[src/sv/cke_pkg.sv]
`timescale 1ns / 1ps
// Shared types and constants for the canonical k-mer extractor.
package cke_pkg;

   // Base codes as they arrive on the input stream.
   localparam logic [2:0] DNAA = 3'd0;
   localparam logic [2:0] DNAC = 3'd1;
   localparam logic [2:0] DNAG = 3'd2;
   localparam logic [2:0] DNAT = 3'd3;
   localparam logic [2:0] NDNA = 3'd4;

   localparam int unsigned BASE_BITS = 2;
   localparam int unsigned KMAX      = 32;
   localparam int unsigned KMER_W    = KMAX * BASE_BITS;
   localparam int unsigned K_W       = 6;
   localparam int unsigned RUN_W     = 6;
   localparam int unsigned POS_W     = 16;

   localparam logic [K_W-1:0]   KMER_LEN_RESET = 6'd21;
   localparam logic [K_W-1:0]   K_MAX_CODE     = 6'd32;
   localparam logic [RUN_W-1:0] RUN_MAX        = 6'd32;

   // Control shared by every cell of the row.
   typedef struct packed {
      logic                 fire;
      logic                 start;
      logic [BASE_BITS-1:0] base;
      logic [BASE_BITS-1:0] comp;
   } cke_row_ctl_type;

   // Control that differs from cell to cell.
   typedef struct packed {
      logic in_range;
      logic fwd_entry;
      logic rev_entry;
   } cke_lane_ctl_type;

   typedef struct packed {
      logic              kmer_valid;
      logic [KMER_W-1:0] canonical_kmer;
      logic              from_reverse;
      logic [POS_W-1:0]  base_position;
   } cke_result_type;

endpackage

[src/sv/cke_cell.sv]
`timescale 1ns / 1ps
// One base slot of the forward and reverse complement k-mer shift row.
module cke_cell (
   input  logic                             clock,
   input  logic                             reset,
   input  cke_pkg::cke_row_ctl_type         row_ctl,
   input  cke_pkg::cke_lane_ctl_type        lane_ctl,
   input  logic [cke_pkg::BASE_BITS-1:0]    fwd_left,
   input  logic [cke_pkg::BASE_BITS-1:0]    rev_right,
   output logic [cke_pkg::BASE_BITS-1:0]    fwd_q,
   output logic [cke_pkg::BASE_BITS-1:0]    rev_q,
   output logic [cke_pkg::BASE_BITS-1:0]    fwd_nxt,
   output logic [cke_pkg::BASE_BITS-1:0]    rev_nxt
);

   logic [cke_pkg::BASE_BITS-1:0] fwd_ff, fwd_in;
   logic [cke_pkg::BASE_BITS-1:0] rev_ff, rev_in;
   logic [cke_pkg::BASE_BITS-1:0] fwd_shift, rev_shift;

   // A new read discards what the neighbors hold before the base shifts in.
   always_comb begin
      fwd_shift = row_ctl.start ? '0 : fwd_left;
      rev_shift = row_ctl.start ? '0 : rev_right;
      if (lane_ctl.fwd_entry) begin
         fwd_shift = fwd_shift | row_ctl.base;
      end
      if (lane_ctl.rev_entry) begin
         rev_shift = rev_shift | row_ctl.comp;
      end
      fwd_in = lane_ctl.in_range ? fwd_shift : '0;
      rev_in = lane_ctl.in_range ? rev_shift : '0;
   end

   always_ff @(posedge clock) begin
      if (reset) begin
         fwd_ff <= '0;
         rev_ff <= '0;
      end else if (row_ctl.fire) begin
         fwd_ff <= fwd_in;
         rev_ff <= rev_in;
      end
   end

   assign fwd_q   = fwd_ff;
   assign rev_q   = rev_ff;
   assign fwd_nxt = fwd_in;
   assign rev_nxt = rev_in;

endmodule

[src/sv/cke_out_skid.sv]
`timescale 1ns / 1ps
// Output register with one skid entry for the result stream.
module cke_out_skid (
   input  logic                    clock,
   input  logic                    reset,
   input  logic                    in_valid,
   output logic                    in_ready,
   input  cke_pkg::cke_result_type in_result,
   output logic                    out_valid,
   input  logic                    out_ready,
   output cke_pkg::cke_result_type out_result
);

   logic                    out_valid_ff, out_valid_in;
   logic                    skid_valid_ff, skid_valid_in;
   cke_pkg::cke_result_type out_data_ff, out_data_in;
   cke_pkg::cke_result_type skid_data_ff, skid_data_in;
   logic                    in_fire, out_fire;

   assign in_ready = !skid_valid_ff;
   assign in_fire  = in_valid && in_ready;
   assign out_fire = out_valid_ff && out_ready;

   always_comb begin
      out_valid_in  = out_valid_ff;
      skid_valid_in = skid_valid_ff;
      out_data_in   = out_data_ff;
      skid_data_in  = skid_data_ff;
      if (out_fire) begin
         if (skid_valid_ff) begin
            out_data_in   = skid_data_ff;
            skid_valid_in = 1'b0;
         end else if (in_fire) begin
            out_data_in = in_result;
         end else begin
            out_valid_in = 1'b0;
         end
      end else if (in_fire) begin
         if (!out_valid_ff) begin
            out_data_in  = in_result;
            out_valid_in = 1'b1;
         end else begin
            skid_data_in  = in_result;
            skid_valid_in = 1'b1;
         end
      end
   end

   always_ff @(posedge clock) begin
      if (reset) begin
         out_valid_ff  <= 1'b0;
         skid_valid_ff <= 1'b0;
      end else begin
         out_valid_ff  <= out_valid_in;
         skid_valid_ff <= skid_valid_in;
      end
   end

   always_ff @(posedge clock) begin
      out_data_ff  <= out_data_in;
      skid_data_ff <= skid_data_in;
   end

   assign out_valid  = out_valid_ff;
   assign out_result = out_data_ff;

   // The skid entry is only ever filled behind a held output.
   a_skid_behind_out: assert property (@(posedge clock) disable iff (reset)
      skid_valid_ff |-> out_valid_ff)
      else $error("skid entry holds a result while the output register is empty");

endmodule

[src/sv/canonical_kmer_extractor.sv]
`timescale 1ns / 1ps
// Canonical k-mer extractor: one base per transfer in, one k-mer result per transfer out.
//
// The block takes one nucleotide per input transfer and returns one result transfer for
// each, in order. While the consumer keeps up it sustains one base per clock cycle: the
// forward and reverse complement k-mers live in a row of 32 cells of two bits each, and
// every accepted base shifts the whole row by one slot. The result of a base is registered
// in an output register on the rsp side; that register plus one skid entry let the block
// take one more base into the skid entry while the consumer stalls, after which req_tready
// drops until the consumer drains. A base flagged as the start of a read clears both
// strands, the clean-base run and the position counter before it is taken. Unknown bases
// (codes four through seven) shift in zero and hold kmer_valid low until k clean bases
// follow. When kmer_valid is low the canonical k-mer and the strand flag read as zero,
// while the base position is still reported. Ties go to forward. The user must write
// k through csr_wr_en / csr_wr_data only while the stream is idle; the block does not
// check. Zero reads as one, above 32 as 32. Positions cap at min(MAX_READ_LEN - 1, 65535).
module canonical_kmer_extractor #(
   parameter int unsigned MAX_READ_LEN = 65536
) (
   input  logic        clock,
   input  logic        reset,
   // Configuration: k, the number of bases per k-mer.
   input  logic        csr_wr_en,
   input  logic [5:0]  csr_wr_data,
   // Input stream.
   input  logic        req_tvalid,
   output logic        req_tready,
   input  logic [7:0]  req_tdata,   // [2:0] base_code, [7:3] zero
   input  logic [0:0]  req_tuser,   // [0] read_start
   // Result stream.
   output logic        rsp_tvalid,
   input  logic        rsp_tready,
   output logic [79:0] rsp_tdata,   // [63:0] canonical_kmer, [79:64] base_position
   output logic [1:0]  rsp_tuser    // [0] kmer_valid, [1] from_reverse
);

   localparam int unsigned KMAX   = cke_pkg::KMAX;
   localparam int unsigned BASE_W = cke_pkg::BASE_BITS;
   localparam int unsigned KMER_W = cke_pkg::KMER_W;
   localparam int unsigned POS_W  = cke_pkg::POS_W;
   localparam logic [POS_W-1:0] POS_CAP =
      (MAX_READ_LEN - 1 < 65535) ? POS_W'(MAX_READ_LEN - 1) : {POS_W{1'b1}};

   // Configuration register.
   logic [cke_pkg::K_W-1:0] kmer_length_ff;
   logic [cke_pkg::K_W-1:0] k_eff;
   logic [cke_pkg::K_W-1:0] k_top;

   always_ff @(posedge clock) begin
      if (reset) begin
         kmer_length_ff <= cke_pkg::KMER_LEN_RESET;
      end else if (csr_wr_en) begin
         kmer_length_ff <= csr_wr_data;
      end
   end

   // A zero k behaves as one and anything above the row length as a full row.
   always_comb begin
      if (kmer_length_ff == '0) begin
         k_eff = cke_pkg::K_W'(1);
      end else if (kmer_length_ff > cke_pkg::K_MAX_CODE) begin
         k_eff = cke_pkg::K_MAX_CODE;
      end else begin
         k_eff = kmer_length_ff;
      end
      k_top = k_eff - cke_pkg::K_W'(1);
   end

   // Input decode.
   logic       in_fire;
   logic       start;
   logic       base_ok;
   logic [2:0] base_code;
   logic       skid_ready;

   assign base_code  = req_tdata[2:0];
   assign start      = req_tuser[0];
   assign base_ok    = (base_code <= cke_pkg::DNAT);
   assign req_tready = skid_ready;
   assign in_fire    = req_tvalid && req_tready;

   cke_pkg::cke_row_ctl_type row_ctl;

   always_comb begin
      row_ctl.fire  = in_fire;
      row_ctl.start = start;
      row_ctl.base  = base_code[BASE_W-1:0];
      row_ctl.comp  = cke_pkg::DNAT[BASE_W-1:0] - base_code[BASE_W-1:0];
   end

   // The cell row. Forward bases move toward higher slots; the reverse complement moves
   // toward slot zero and takes each new complement base in slot k-1.
   logic [KMAX-1:0][BASE_W-1:0] fwd_q, rev_q, fwd_nxt, rev_nxt;

   for (genvar i = 0; i < KMAX; i++) begin : g_cell
      cke_pkg::cke_lane_ctl_type   lane_ctl;
      logic [BASE_W-1:0]           fwd_left;
      logic [BASE_W-1:0]           rev_right;

      assign lane_ctl.in_range  = (cke_pkg::K_W'(i) < k_eff);
      assign lane_ctl.fwd_entry = (i == 0) && base_ok;
      assign lane_ctl.rev_entry = (cke_pkg::K_W'(i) == k_top) && base_ok;

      if (i == 0) begin : g_low
         assign fwd_left = '0;
      end else begin : g_mid
         assign fwd_left = fwd_q[i-1];
      end
      if (i == KMAX - 1) begin : g_high
         assign rev_right = '0;
      end else begin : g_below
         assign rev_right = rev_q[i+1];
      end

      cke_cell u_cell (
         .clock     (clock),
         .reset     (reset),
         .row_ctl   (row_ctl),
         .lane_ctl  (lane_ctl),
         .fwd_left  (fwd_left),
         .rev_right (rev_right),
         .fwd_q     (fwd_q[i]),
         .rev_q     (rev_q[i]),
         .fwd_nxt   (fwd_nxt[i]),
         .rev_nxt   (rev_nxt[i])
      );
   end

   // Clean-base run and read position.
   logic [cke_pkg::RUN_W-1:0] clean_run_ff, clean_run_in, run_base;
   logic [POS_W-1:0]          position_count_ff, position_count_in, pos_base;

   always_comb begin
      run_base = start ? '0 : clean_run_ff;
      pos_base = start ? '0 : position_count_ff;
      if (!base_ok) begin
         clean_run_in = '0;
      end else if (run_base >= cke_pkg::RUN_MAX) begin
         clean_run_in = run_base;
      end else begin
         clean_run_in = run_base + cke_pkg::RUN_W'(1);
      end
      position_count_in = (pos_base < POS_CAP) ? pos_base + POS_W'(1) : pos_base;
   end

   always_ff @(posedge clock) begin
      if (reset) begin
         clean_run_ff      <= '0;
         position_count_ff <= '0;
      end else if (in_fire) begin
         clean_run_ff      <= clean_run_in;
         position_count_ff <= position_count_in;
      end
   end

   // Strand selection on the updated row: the smaller value wins, forward on a tie.
   logic [KMER_W-1:0]       fwd_kmer, rev_kmer;
   logic                    kmer_ok;
   logic                    rev_smaller;
   cke_pkg::cke_result_type result;

   assign fwd_kmer    = fwd_nxt;
   assign rev_kmer    = rev_nxt;
   assign kmer_ok     = (clean_run_in >= k_eff);
   assign rev_smaller = (rev_kmer < fwd_kmer);

   always_comb begin
      result.kmer_valid    = kmer_ok;
      result.from_reverse  = kmer_ok && rev_smaller;
      result.base_position = pos_base;
      if (!kmer_ok) begin
         result.canonical_kmer = '0;
      end else if (rev_smaller) begin
         result.canonical_kmer = rev_kmer;
      end else begin
         result.canonical_kmer = fwd_kmer;
      end
   end

   cke_pkg::cke_result_type rsp_result;

   cke_out_skid u_out (
      .clock      (clock),
      .reset      (reset),
      .in_valid   (req_tvalid),
      .in_ready   (skid_ready),
      .in_result  (result),
      .out_valid  (rsp_tvalid),
      .out_ready  (rsp_tready),
      .out_result (rsp_result)
   );

   assign rsp_tdata = {rsp_result.base_position, rsp_result.canonical_kmer};
   assign rsp_tuser = {rsp_result.from_reverse, rsp_result.kmer_valid};

   // A base that opens a read always leaves the counter pointing at the second base.
   a_read_start_pos: assert property (@(posedge clock) disable iff (reset)
      in_fire && start |=> position_count_ff == POS_W'(1))
      else $error("position counter did not restart on a new read");

   // The clean-base run saturates at the row length.
   a_run_bound: assert property (@(posedge clock) disable iff (reset)
      clean_run_ff <= cke_pkg::RUN_MAX)
      else $error("clean-base run exceeded the row length");

   // A result without a full clean k-mer carries no k-mer and no strand flag.
   a_invalid_zero: assert property (@(posedge clock) disable iff (reset)
      rsp_tvalid && !rsp_result.kmer_valid |->
         rsp_result.canonical_kmer == '0 && !rsp_result.from_reverse)
      else $error("invalid result carries a k-mer value or strand flag");

endmodule
[config.mk]
export PLATFORM = sky130hd
export DESIGN_NAME = canonical_kmer_extractor
export DESIGN_NICKNAME = d
export VERILOG_FILES = /design/src/sv/cke_pkg.sv /design/src/sv/cke_cell.sv /design/src/sv/cke_out_skid.sv /design/src/sv/canonical_kmer_extractor.sv
export SDC_FILE = /design/constraint.sdc
export NUM_CORES = 1
export LEC_CHECK = 0
export BUFFER_PORTS_ARGS = -buffer_cell sky130_fd_sc_hd__buf_2
export CORE_MARGIN = 10
export CORE_UTILIZATION = 35
export DETAILED_ROUTE_END_ITERATION = 10
export SETUP_SLACK_MARGIN = 0.02
export SYNTH_ARGS = -nofsm -noshare
export SYNTH_HDL_FRONTEND = slang
export SYNTH_SLANG_ARGS = --single-unit
[constraint.sdc]
create_clock -name clock -period 10.3 [get_ports clock]
set_input_delay 2.06 -clock clock [delete_from_list [all_inputs] [get_ports clock]]
set_output_delay 2.06 -clock clock [all_outputs]
set_load 0.1 [all_outputs]
==> impl_metrics.ini <==
[hold_path]
hold_class = flop to flop

[power]
power_density_mw_per_mm2 = 180
vdd_drop_max_mv = 0.112
power.leakage_nw = 6.80

[final_layout]
drive_gt1_share_pct = 11.5
utilization_pct = 39.5
seqCellArea_mm2 = 0.00801
area_delta_synth_final_pct = 12.0
fill_cells = 4944
instances_no_fill = 2620
nets = 2059
multi_input_area_mm2 = 0.00841
diodes = 0

[global_routing]
grt_first_pass_wirelength_um = 80100
grtUsageTotal_pct = 17.0
antenna_found_initial = 2
grt_pass1_vias = 14400
grt_max_degree = 139
grt_overflow = 0

[place]
port_buffers = 98
dp.cells = 2550
post-place-ws_ns = 2.99
hpwl_um = 31400
gp_congestion = 0.882

[worst_setup_path]
worst_setup_path_end_kind = flop
path_class = input pin to flop
path_max_fanout = 55
cp.arrival_ns = 7.23
r2r_slack_ns = 3.92
cp-start-kind = input pin
cp_data_required_time_ns = 10.70

[clocking]
cts_sinks = 318
htreeDepth = 2
cts-root-buf = clkbuf_16
worstSkewPairLatency_ns = 0.58
hold_buffers = 0
cts_tree = yes
clockBufferDepth = 3
cts_resized = 0
cts_post_setup_buffers_inserted = 0
cts.reportedPaths.clkPinSlew_ns = 0.06
cts_buffers = 38

[sta]
min_period_ns = 6.83
hold_violations = 0
fin_skew_ns = 0.0255
whs_ns = 0.461
drv_slew = 0
slew_headroom_pct = 24.1
timing.fmax_mhz = 146
setup_viol = 0
worst-slew-pin-transition_ns = 1.14
fin_crit_sh_pct = 66.3
fin_setup_tns_ns = 0
rsz0062_at_grt = false
postLayoutSetupSlackWorst_ns = 3.47

[synth]
synthTopCellsByArea = edfxtp_1 29%, dfxtp_1 18%, nand2_1 6.8%
ys_async_sr_fraction_pct = 0
syn_area_mm2 = 0.0171
yosys-top-cells-count = 309 x nand2_1, 235 x nor2_1, 196 x a21oi_1
synth_cells = 1972
synth_edf_count = 164
syn_nets = 2063
yosysSeqAreaShare_pct = 46.7
yosysMostFrequentCell = nand2_1
avgSynthCellArea_um2 = 8.70
ys_seq_elements = 318
synth_cell_types = 63
synth_top_area_cell = edfxtp_1
yosysWarningCount = 0
synth_top_area_share_pct = 28.7
synthFlopType = edfxtp_1

[job]
maxCapViolations = 0

[die]
die_x_um = 241
rows = 81
die_h_um = 241
floorplan.initialDensity_pct = 35.2
die_area_mm2 = 0.0582
io_pins = 104
core_area_mm2 = 0.0486

[drt]
vias_per_cell = 5.71
wl_met3_um = 3220
wl_met1_um = 22500
met2WireLength_um = 23600
ant_nets = 0
drcViolationCount = 0
top_layer = met5
first_pass_iters = 6
wl_um = 50500
via_count = 15000
wl_per_cell_um = 19.3
drt_iter0_drc = 1465

[run_status]
outcome = finished clean
## through the flow
stage	cell area (um2)	power [mW]
final	19200	3.45
after floorplan	17100	1.95
after global routing	19200	3.58
after CTS	19200	3.48
after global placement	17900	2.09
after detailed placement	17900	2.09
## where the power goes
| part | leakage, nW | switching, mW | total, mW | internal (mW) |
|---|---|---|---|---|
| logic | 3.26 | 0.564 | 0.670 | 0.105 |
| registers | 2.93 | 0.0220 | 1.40 | 1.38 |
| clock network | 0.617 | 0.553 | 1.38 | 0.830 |
## worst paths after layout
check                                          startpoint                                      end  cells past startpoint
setup / recovery                                req_tuser           u_out.out_result[52]$_DFFE_PP_                     13
hold / removal    g_cell[31].u_cell.rev_q[0]$_SDFFE_PP0P_  g_cell[31].u_cell.rev_q[0]$_SDFFE_PP0P_                      2
setup reg to reg           kmer_length_ff[4]$_SDFFE_PP1P_           u_out.out_result[52]$_DFFE_PP_                     13
hold reg to reg   g_cell[31].u_cell.rev_q[0]$_SDFFE_PP0P_  g_cell[31].u_cell.rev_q[0]$_SDFFE_PP0P_                      2
## flip-flops by register name, indices dropped and copies added (netlist names)
register	flops
clean_run_ff	6
g_cell.u_cell.fwd_q	62
g_cell.u_cell.rev_q	62
kmer_length_ff	6
position_count_ff	16
u_out.out_result	82
u_out.out_valid	1
u_out.skid_data_ff	82
u_out.skid_valid_ff	1
## layout make-up
cell class              count  area share [%]
clock buffers              58            5.83
clock inverters            12           0.795
inverters                  21           0.410
multi-input cells        1470            43.8
flip-flops and latches    318            41.7
well taps                 622            4.05
repair buffers            119            3.45
## logic make-up after synthesis
group	Yosys count	synth area share [%]
XOR/XNOR	14	0.715
flip-flops	318	46.7
adder cells (fa/ha/maj)	71	5.18
AO/OA/AOI/OAI	502	19.5
buffers and inverters	184	4.62
AND/OR/NAND/NOR	876	22.9
multiplexers	7	0.416
## per-layer routing
layer | track usage (%) | vias to the layer above
met5 | 0 | -
met4 | 5.56 | 4
li1 | - | 7174
met2 | 27.5 | 471
met3 | 3.05 | 83
met1 | 22.6 | 7223
## critical path, stage by stage
cell and delay, ns:
buf_2 0.10, buf_4 0.30, inv_1 0.51, nand2_1 0.10, o21ai_0 0.48, ha_1 0.37, and4_1 0.21, a221oi_1 0.68
nand3_1 0.32, or3_1 0.57, nand2_2 0.66, buf_4 0.54, a31o_1 0.27
## cells in the final DEF (no fill, tap or decap), drive strengths merged, types with 7 or more instances in the layout
cell / synthesis / routed
a21oi: 197 / 197
a22o: 42 / 42
nor2b: 26 / 26
nor2: 237 / 237
inv: 21 / 23
or3: 61 / 61
nand3: 115 / 115
nor3: 76 / 76
nand4: 12 / 12
and2: 7 / 7
ha: 71 / 71
clkbuf: 118 / 58
a21o: 7 / 7
dfxtp: 154 / 154
buf: 45 / 119
xor2: 9 / 9
edfxtp: 164 / 164
o21ai: 86 / 86
o41ai: 63 / 63
nor4: 9 / 9
nand2: 310 / 310
a31o: 62 / 62
Note: power is estimated with default switching activity, not from simulation.
